===== src/design/gin_pkg.sv =====
package gin_pkg;

    localparam int DIM_BITS = 16;
    localparam int DW       = DIM_BITS + 1;
    localparam int FLAT_W   = 32;

    localparam int DIV_STEPS  = 4;
    localparam int DIV_STAGES = FLAT_W / DIV_STEPS;

    localparam int IN_DATA_W  = ((2 * DW + FLAT_W + 3 + 1 + 7) / 8) * 8;
    localparam int OUT_DATA_W = ((2 * DW + FLAT_W + 7) / 8) * 8;

    localparam logic [1:0] MODE_C2F = 2'd0;
    localparam logic [1:0] MODE_F2C = 2'd1;
    localparam logic [1:0] MODE_NAV = 2'd2;

    localparam logic [2:0] DIR_LEFT  = 3'd0;
    localparam logic [2:0] DIR_RIGHT = 3'd1;
    localparam logic [2:0] DIR_UP    = 3'd2;
    localparam logic [2:0] DIR_DOWN  = 3'd3;
    localparam logic [2:0] DIR_NEXT  = 3'd4;
    localparam logic [2:0] DIR_PREV  = 3'd5;

    // Item state carried through the late stages and the divider.
    typedef struct packed {
        logic [1:0]          mode;
        logic                ok;
        logic [DW-1:0]       row;
        logic [DW-1:0]       col;
        logic [FLAT_W-1:0]   flat;
        logic [FLAT_W-1:0]   work;
        logic [DIM_BITS-1:0] rem;
    } pipe_t;

endpackage


===== src/design/grid_index_and_navigation_unit.sv =====
// Channel   | Ports            | Content (lowest bit up)
// ----------+------------------+---------------------------------------------------
// input     | s_t*             | tuser: mode; tdata: cell_row, cell_col, flat_index,
//           |                  |        direction, wrap
// result    | m_t*             | tuser: success; tdata: res_row, res_col, res_flat
// config    | APB p*           | 0x0 row_count, 0x4 col_count
//
// Eleven register stages: capture, multiply, evaluate, then eight divider
// stages of four quotient bits each. One transfer per cycle is sustained
// while m_tready is high. Each stage holds while the stage after it is
// full and stalled, so bubbles close up during a stall and nothing is lost
// or repeated. Synchronous active-low reset clears the valid bits and the
// grid sizes. Change the sizes only while the pipeline is empty.
module grid_index_and_navigation_unit
    import gin_pkg::*;
(
    input  logic                  aclk,
    input  logic                  aresetn,
    input  logic                  s_tvalid,
    output logic                  s_tready,
    // cell_row, cell_col, flat_index, direction, wrap
    input  logic [IN_DATA_W-1:0]  s_tdata,
    // mode
    input  logic [1:0]            s_tuser,
    output logic                  m_tvalid,
    input  logic                  m_tready,
    // res_row, res_col, res_flat
    output logic [OUT_DATA_W-1:0] m_tdata,
    // success
    output logic [0:0]            m_tuser,
    input  logic                  psel,
    input  logic                  penable,
    input  logic                  pwrite,
    input  logic [2:0]            paddr,
    input  logic [31:0]           pwdata,
    output logic [31:0]           prdata,
    output logic                  pready
);

    // Configuration registers
    logic [DIM_BITS-1:0] rows_reg, cols_reg;

    assign pready = 1'b1;
    assign prdata = paddr[2] ? 32'(cols_reg) : 32'(rows_reg);

    always_ff @(posedge aclk) begin
        if (!aresetn) begin
            rows_reg <= '0;
            cols_reg <= '0;
        end else if (psel && penable && pwrite) begin
            if (paddr[2]) cols_reg <= pwdata[DIM_BITS-1:0];
            else          rows_reg <= pwdata[DIM_BITS-1:0];
        end
    end

    // Flow control: a stage advances when it is empty or its successor advances
    logic                  v1_reg, v2_reg, v3_reg;
    logic [DIV_STAGES-1:0] dv_reg;
    logic [DIV_STAGES-1:0] dv_in;
    logic                  rdy1, rdy2, rdy3;
    logic [DIV_STAGES-1:0] rdy_d;

    always_comb begin
        rdy_d[DIV_STAGES-1] = !dv_reg[DIV_STAGES-1] || m_tready;
        for (int i = DIV_STAGES - 2; i >= 0; i--)
            rdy_d[i] = !dv_reg[i] || rdy_d[i+1];
    end
    assign rdy3 = !v3_reg || rdy_d[0];
    assign rdy2 = !v2_reg || rdy3;
    assign rdy1 = !v1_reg || rdy2;
    assign s_tready = rdy1;

    // Stage 1: capture the transfer
    logic [1:0]               mode1_reg;
    logic signed [DW-1:0]     cr1_reg, cc1_reg;
    logic signed [FLAT_W-1:0] fi1_reg;
    logic [2:0]               dir1_reg;
    logic                     wrap1_reg;

    always_ff @(posedge aclk) begin
        if (!aresetn) v1_reg <= 1'b0;
        else if (rdy1) v1_reg <= s_tvalid;
        if (rdy1) begin
            mode1_reg <= s_tuser;
            cr1_reg   <= s_tdata[DW-1:0];
            cc1_reg   <= s_tdata[2*DW-1:DW];
            fi1_reg   <= s_tdata[2*DW+FLAT_W-1:2*DW];
            dir1_reg  <= s_tdata[2*DW+FLAT_W+2:2*DW+FLAT_W];
            wrap1_reg <= s_tdata[2*DW+FLAT_W+3];
        end
    end

    // Stage 2: products, bounds and clamping
    logic [1:0]                mode2_reg;
    logic [DIM_BITS-1:0]       cc2_reg;
    logic signed [FLAT_W-1:0]  fi2_reg;
    logic [2:0]                dir2_reg;
    logic                      wrap2_reg;
    logic [2*DIM_BITS-1:0]     area2_reg, pcell2_reg;
    logic                      inb2_reg;
    logic [DIM_BITS-1:0]       rc2_reg, cl2_reg;
    logic [DIM_BITS-1:0]       rc_next, cl_next;
    logic                      row_in, col_in;

    assign row_in = !cr1_reg[DW-1] && (cr1_reg < $signed({1'b0, rows_reg}));
    assign col_in = !cc1_reg[DW-1] && (cc1_reg < $signed({1'b0, cols_reg}));

    always_comb begin
        if (cr1_reg[DW-1])    rc_next = '0;
        else if (!row_in)     rc_next = rows_reg - 1'b1;
        else                  rc_next = cr1_reg[DIM_BITS-1:0];
        if (cc1_reg[DW-1])    cl_next = '0;
        else if (!col_in)     cl_next = cols_reg - 1'b1;
        else                  cl_next = cc1_reg[DIM_BITS-1:0];
    end

    always_ff @(posedge aclk) begin
        if (!aresetn) v2_reg <= 1'b0;
        else if (rdy2) v2_reg <= v1_reg;
        if (rdy2) begin
            mode2_reg  <= mode1_reg;
            cc2_reg    <= cc1_reg[DIM_BITS-1:0];
            fi2_reg    <= fi1_reg;
            dir2_reg   <= dir1_reg;
            wrap2_reg  <= wrap1_reg;
            area2_reg  <= rows_reg * cols_reg;
            pcell2_reg <= cr1_reg[DIM_BITS-1:0] * cols_reg;
            inb2_reg   <= row_in && col_in;
            rc2_reg    <= rc_next;
            cl2_reg    <= cl_next;
        end
    end

    // Stage 3: finish cell-to-flat and navigation, check and load the divider
    pipe_t                 s3_next, s3_reg;
    logic [2*DIM_BITS:0]   flat_sum;
    logic                  empty;
    logic [DIM_BITS-1:0]   rm1, cm1, nr, nc;
    logic                  nav_ok;

    assign flat_sum = {1'b0, pcell2_reg} + (2*DIM_BITS+1)'(cc2_reg);
    assign empty    = (rows_reg == '0) || (cols_reg == '0);
    assign rm1      = rows_reg - 1'b1;
    assign cm1      = cols_reg - 1'b1;

    always_comb begin
        nr = rc2_reg;
        nc = cl2_reg;
        nav_ok = 1'b1;
        case (dir2_reg)
            DIR_LEFT: begin
                if (nc != '0) nc = nc - 1'b1;
                else if (wrap2_reg) begin
                    nr = (nr != '0) ? nr - 1'b1 : rm1;
                    nc = cm1;
                end else nav_ok = 1'b0;
            end
            DIR_RIGHT: begin
                if (nc < cm1) nc = nc + 1'b1;
                else if (wrap2_reg) begin
                    nr = (nr < rm1) ? nr + 1'b1 : '0;
                    nc = '0;
                end else nav_ok = 1'b0;
            end
            DIR_UP: begin
                if (nr != '0) nr = nr - 1'b1;
                else if (wrap2_reg) nr = rm1;
                else nav_ok = 1'b0;
            end
            DIR_DOWN: begin
                if (nr < rm1) nr = nr + 1'b1;
                else if (wrap2_reg) nr = '0;
                else nav_ok = 1'b0;
            end
            DIR_NEXT: begin
                if (nc < cm1) nc = nc + 1'b1;
                else if (nr < rm1) begin
                    nr = nr + 1'b1;
                    nc = '0;
                end else if (wrap2_reg) begin
                    nr = '0;
                    nc = '0;
                end else nav_ok = 1'b0;
            end
            DIR_PREV: begin
                if (nc != '0) nc = nc - 1'b1;
                else if (nr != '0) begin
                    nr = nr - 1'b1;
                    nc = cm1;
                end else if (wrap2_reg) begin
                    nr = rm1;
                    nc = cm1;
                end else nav_ok = 1'b0;
            end
            default: nav_ok = 1'b0;
        endcase

        s3_next      = '0;
        s3_next.mode = mode2_reg;
        s3_next.row  = '1;
        s3_next.col  = '1;
        s3_next.flat = '1;
        s3_next.work = fi2_reg;
        s3_next.rem  = '0;
        case (mode2_reg)
            MODE_C2F: begin
                if (inb2_reg && (64'(flat_sum) <= 64'(32'h7fff_ffff))) begin
                    s3_next.ok   = 1'b1;
                    s3_next.flat = FLAT_W'(64'(flat_sum));
                end
            end
            MODE_F2C: begin
                s3_next.ok = !empty && !fi2_reg[FLAT_W-1]
                             && (64'(fi2_reg) < 64'(area2_reg));
            end
            MODE_NAV: begin
                if (!empty && nav_ok) begin
                    s3_next.ok  = 1'b1;
                    s3_next.row = DW'(nr);
                    s3_next.col = DW'(nc);
                end
            end
            default: s3_next.ok = 1'b0;
        endcase
    end

    always_ff @(posedge aclk) begin
        if (!aresetn) v3_reg <= 1'b0;
        else if (rdy3) v3_reg <= v2_reg;
        if (rdy3) s3_reg <= s3_next;
    end

    // Divider stages: flat index over column count, four quotient bits a stage
    pipe_t dstg_reg [DIV_STAGES];
    pipe_t dstg_in  [DIV_STAGES];
    pipe_t dstg_out [DIV_STAGES];
    pipe_t dstg_next[DIV_STAGES];

    genvar g;
    generate
        for (g = 0; g < DIV_STAGES; g++) begin : g_div
            if (g == 0) begin : g_first
                assign dstg_in[g] = s3_reg;
                assign dv_in[g]   = v3_reg;
            end else begin : g_rest
                assign dstg_in[g] = dstg_reg[g-1];
                assign dv_in[g]   = dv_reg[g-1];
            end

            gin_div_stage u_stage (
                .din     (dstg_in[g]),
                .divisor (cols_reg),
                .dout    (dstg_out[g])
            );

            if (g == DIV_STAGES - 1) begin : g_last
                // Drop quotient and remainder into the result for a good conversion
                always_comb begin
                    dstg_next[g] = dstg_out[g];
                    if (dstg_out[g].mode == MODE_F2C && dstg_out[g].ok) begin
                        dstg_next[g].row = DW'(dstg_out[g].work[DIM_BITS-1:0]);
                        dstg_next[g].col = DW'(dstg_out[g].rem);
                    end
                end
            end else begin : g_mid
                assign dstg_next[g] = dstg_out[g];
            end

            always_ff @(posedge aclk) begin
                if (!aresetn) dv_reg[g] <= 1'b0;
                else if (rdy_d[g]) dv_reg[g] <= dv_in[g];
                if (rdy_d[g]) dstg_reg[g] <= dstg_next[g];
            end
        end
    endgenerate

    // Result channel straight from the last stage register
    assign m_tvalid   = dv_reg[DIV_STAGES-1];
    assign m_tuser[0] = dstg_reg[DIV_STAGES-1].ok;
    assign m_tdata    = OUT_DATA_W'({dstg_reg[DIV_STAGES-1].flat,
                                     dstg_reg[DIV_STAGES-1].col,
                                     dstg_reg[DIV_STAGES-1].row});

endmodule


===== src/design/gin_div_stage.sv =====
module gin_div_stage
    import gin_pkg::*;
(
    input  pipe_t               din,
    input  logic [DIM_BITS-1:0] divisor,
    output pipe_t               dout
);

    logic [DIM_BITS:0]   trial;
    logic [DIM_BITS-1:0] rem;
    logic [FLAT_W-1:0]   work;

    // Restoring division: shift one dividend bit into the remainder, subtract
    // when it fits, shift the quotient bit into the freed low end.
    always_comb begin
        rem  = din.rem;
        work = din.work;
        trial = '0;
        for (int i = 0; i < DIV_STEPS; i++) begin
            trial = {rem, work[FLAT_W-1]};
            if (trial >= {1'b0, divisor}) begin
                trial = trial - {1'b0, divisor};
                work  = {work[FLAT_W-2:0], 1'b1};
            end else begin
                work  = {work[FLAT_W-2:0], 1'b0};
            end
            rem = trial[DIM_BITS-1:0];
        end
        dout      = din;
        dout.rem  = rem;
        dout.work = work;
    end

endmodule


===== config.mk =====
export PLATFORM = sky130hd
export DESIGN_NAME = grid_index_and_navigation_unit
export DESIGN_NICKNAME = d
export VERILOG_FILES = /design/src/design/gin_pkg.sv /design/src/design/grid_index_and_navigation_unit.sv /design/src/design/gin_div_stage.sv
export SDC_FILE = /design/constraint.sdc
export NUM_CORES = 2
export LEC_CHECK = 0
export BUFFER_PORTS_ARGS = -buffer_cell sky130_fd_sc_hd__buf_2
export CAP_MARGIN = 25
export CORE_AREA = 2 2 504 506
export DETAILED_ROUTE_END_ITERATION = 8
export DIE_AREA = 0 0 506 508
export GPL_ROUTABILITY_DRIVEN = 0
export HOLD_SLACK_MARGIN = 0.03
export SYNTH_ARGS = -nofsm -noshare
export SYNTH_HDL_FRONTEND = slang
export SYNTH_SLANG_ARGS = --single-unit

===== constraint.sdc =====
create_clock -name aclk -period 14.4 [get_ports aclk]
set_clock_uncertainty 0.05 [all_clocks]
set_input_delay 0.72 -clock aclk [delete_from_list [all_inputs] [get_ports aclk]]
set_output_delay 0.72 -clock aclk [all_outputs]
set_load 0.1 [all_outputs]

---- After elaboration in Yosys (flattened, before gate mapping) ----
Memories as Yosys holds them, arrays and structs flattened.
Index checks and enable logic that the tools add are counted.
word-level totals
  flip-flop bits (word level) ............. 367
  latch bits .............................. 0
  RAM bits ................................ 936
  ROM bits ................................ 0
  word-level logic and storage cells ...... 290
  memories ................................ 1
memories
  name      words  width  rd ports  clocked after Yosys merged registers in  write ports  RTL line                               RTL
  dstg_reg  8      117    8         0                                        8            grid_index_and_navigation_unit.sv:234  pipe_t dstg_reg [DIV_STAGES];
operators by class
  add/subtract/negate cells ............... 39
  $mul .................................... 2
  divide/modulo/power cells ............... 0
  order comparisons ....................... 38
  equal/unequal tests ..................... 8
  shifts and indexed selects .............. 0
  muxes and demuxes ....................... 117
  bitwise operators ....................... 1
  reductions and logical operators ........ 47
operator list
  cell                     count
  $mux W16                 55
  $ge A17 B16 Y1           31
  $sub A16 B16 Y16         31
  $pmux W16 S6             1
  $lt A64 B32 Y1           1
  $mul A16 B16 Y32         2
  $pmux W16 S4             1
  $sub A16 B1 Y16 const B  4
  $mux W1                  56
  $mux W35                 1
  $lt A17 B17 Y1           2
  $mux W34                 1
  $add A32 B16 Y33         1
  $le A33 B31 Y1 const B   1
  $add A16 B1 Y16 const B  2
  $logic_not A16 Y1        2
  $lt A16 B16 Y1           2
  $reduce_bool A16 Y1      2
  $ge A1 B16 Y1            1
  $sub A1 B16 Y16          1
  $logic_not A1 Y1         15
  $logic_or A1 B1 Y1       12
  $logic_and A1 B1 Y1      10
  $reduce_and A2 Y1        4
  10 further kinds         13

---- Logic depth before layout (Yosys ltp) ----
  depth after elaboration ................. 12
  mapped depth ............................ 53
  gate-level depth less buffers ........... 49

---- Hierarchy ----
From an unflattened synthesis, not the netlist that was laid out.
unflattened totals
  cell total of the unflattened synthesis .. 9512
  area, all modules ....................... 99217.7 um^2
modules (own cells, without submodules)
  module                                 instances  cells an instance  area each (um^2)
  grid_index_and_navigation_unit         1          4721               63245.7
  gin_div_stage at g_div[1].u_stage ...  6          592                4463.0
  gin_div_stage at g_div[4].u_stage      1          661                4852.2
  gin_div_stage at g_div[0].u_stage      1          578                4341.7

---- Least setup slack after synthesis ----
Ideal clock, no wire load.
  path kind ............................... register -> register
  from .................................... register cols_reg[1]
  to ...................................... memory dstg_reg[0][239] (netlist bit), data pin
  setup time .............................. 261 ps
  data arrival time ....................... 13419 ps
  required time ........................... 14089 ps
  setup slack ............................. 671 ps
  stages on the path, launching flop included .. 51
  period minus slack after synthesis ...... 13729 ps
  cell sequence ........................... dfxtp_1 -> buf_2 -> inv_1 -> buf_1 -> ha_1 -> nor2b_1 -> o31a_1 -> o31ai_1 -> nand4_1 -> a311o_1 -> a21boi_2 -> clkbuf_1 -> nor2_1 -> a21oi_1 -> inv_1 -> ha_1 -> nor2b_1 -> o31a_1 -> [15 not listed] -> o21ai_1 -> a21oi_1 -> buf_2 -> nand2_1 -> o21ai_0 -> ha_1 -> nor2b_1 -> o21ai_0 -> a21oi_1 -> o211ai_1 -> a41oi_1 -> o21ai_0 -> o211a_1 -> mux2i_1 -> a211oi_2 -> nor2_1 -> clkbuf_1 -> a221o_1
RTL lines
  element                   RTL line                               RTL
  start: declaration        grid_index_and_navigation_unit.sv:41   logic [DIM_BITS-1:0] rows_reg, cols_reg;
  start signal: assignment  grid_index_and_navigation_unit.sv:51   if (paddr[2]) cols_reg <= pwdata[DIM_BITS-1:0];
  end: declaration          grid_index_and_navigation_unit.sv:234

==> out/qor.csv <==
metric;value;unit
grt_use_met3;3.04;%
layout_common_cells;edfxtp_1 (1113), ha_1 (820), nand2_1 (794), inv_1 (765), nor2_1 (522);
avgSynthCellArea;10.4;um^2
via_count;65200;
start_util;34.7;%
period_needed;13230;ps
grt_busiest_layer;met2;
pin_count;224;
path_max_fanout;27;
crit_type;reg -> reg;
wirelength;247000;um
hpwl;186000;um
cts_htree_levels;3;
crit_slowest_cell;o21ai_2;
drv_cap;0;
drc;0;
netlist_area;0.0876;mm^2
first_pass_iters;7;
ff2ff_path_depth;45;
cts_buffers;120;
hold_violations;0;
rows;185;
setup_viol;0;
min_path_type;in -> reg;
cts_root_buf;clkbuf_16;
cp_data_arrival_time;13730;ps
ys.flop_type;edfxtp_1;
track_usage;18.9;%
drtIter0Drc;5688;
setup_tns;0;ps
avgRoutedWirePerCell;20.5;um
timing.fmax;75.6;MHz
final_common_cell;edfxtp_1;
synth_edf_count;1113;
syn-instance-count;8392;
final-max-slew-violation-count;0;
clockBufferDepth;3;
vias_per_cell;5.40;
min_path_cells;1;
ys_seq_area_share;39.1;%
die_x;506;um
grt_use_met2;30.6;%
grt_pass1_vias;65000;
areaGrowthSynthToFinish;10.9;%
grt_pass1_wl;380000;um
grt_util_met1;25.6;%
crit_path_end_kind;register;
clk_latency;800;ps
grt_max_degree;84;
ant_nets;0;
synth-seq-cells;1156;
ys.warnings.count;0;
io_buffers;180;
core;0.252;mm^2
period_share;91.9;%
synth_cell_type_count;104;
largest_register_ff_count;790;
rsz0062_at_grt;no;
overflow;0;
fill_cells;24500;
relSlewSlack;25.3;%
die_area;0.257;mm^2
drive_above_1_share;9.84;%
ys_async_sr_fraction;0;%
antenna_found_initial;14;
worstMarginPinSlew;1120;ps
nNetsFinal;9959;
cp_slowest_stage_delay;770;ps
cts_sinks;1156;
outcome;finished, final reports clean;
cts_tree;built;
crit_path_start_kind;register;
cts.reportedPaths.clkPinSlew;60;ps
critPathRequiredTime;14900;ps
dieHeight;508;um
-- what timing repair did --
action,4_1_cts,5_1_grt
hold buffers,30,0
resized for setup,0,0
hold endpoints to repair,30,0
buffers inserted,0,0
endpoints found under the setup margin,0,0
-- cell type report --
type	instances	area (um^2)	area share (%)
flip-flops and latches	1156	34300	35.3
multi-input cells	6179	49300	50.7
repair buffers	346	2260	2.33
inverters	800	3020	3.11
clock inverters	83	965	0.993
diodes	1	2.50	0.00258
well taps	3366	4210	4.34
clock buffers	141	3120	3.22
-- layer usage --
| metal | wire (um) | vias to the layer above |
|---|---|---|
| li1 | - | 30400 |
| met1 | 108000 | 31900 |
| met2 | 112000 | 2459 |
| met3 | 18000 | 477 |
| met4 | 9430 | 6 |
| met5 | 34 | - |
-- cells in the mapped netlist (all sizes together), types with 149 or more instances --
cell       n  area (um^2)
and2     154          963
a21o     216         1620
edfxtp  1113        33400
clkbuf   196          737
nand3    156          781
ha       820        10300
o21ai    399         2010
mux2     229         2580
nand2    799         3000
xnor2    347         3040
nor3     149          762
fa       420         8410
a21oi    469         2350
inv      790         2970
nor2     522         1960
-- critical path: cells and delay by family (launching register included) --
family / cells / cell delay, ps
adders and majority gates: 4 / 1380
and+or+nand+nor: 7 / 1510
DFF: 1 / 520
buffers and inverters: 7 / 1710
AOI/OAI and AO/OA: 27 / 7750
-- kinds of logic after synthesis --
kind of cell	Yosys count	share of synthesized area (%)
simple gates	2307	12.5
compound gates	1811	13.5
fa+ha+maj	1240	21.3
flops	1156	39.1
buf+inv	1078	4.79
xor+xnor	477	4.77
mux	321	3.99
other cells	2	0.00857
-- worst paths after layout --
check                                   from                to  slack (ps)
worst min register to register  dstg_in[882]   dstg_reg[0][63]         310
worst max-delay path             cols_reg[8]  dstg_reg[1][119]        1170
worst max register to register   cols_reg[8]  dstg_reg[1][119]        1170
worst min-delay path             s_tdata[41]        fi1_reg[7]          80
-- stage by stage --
stage,hold slack [ps],setup WS (ps),std cells,utilization (%),cell area (um^2)
4_1_cts,35.1,1400,12100,38.5,97100
2_1_floorplan,350,671,8413,-,87700
5_1_grt,43.5,103,12100,38.5,97100
3_3_place_gp,351,1660,11800,36.7,92700
6_report,82.0,1170,12100,38.5,97100
3_5_place_dp,355,1470,11800,36.7,92700
Power is left out: the tool's default activity adds up to more than one toggle a clock period on the data nets, which glitch-free logic cannot reach.
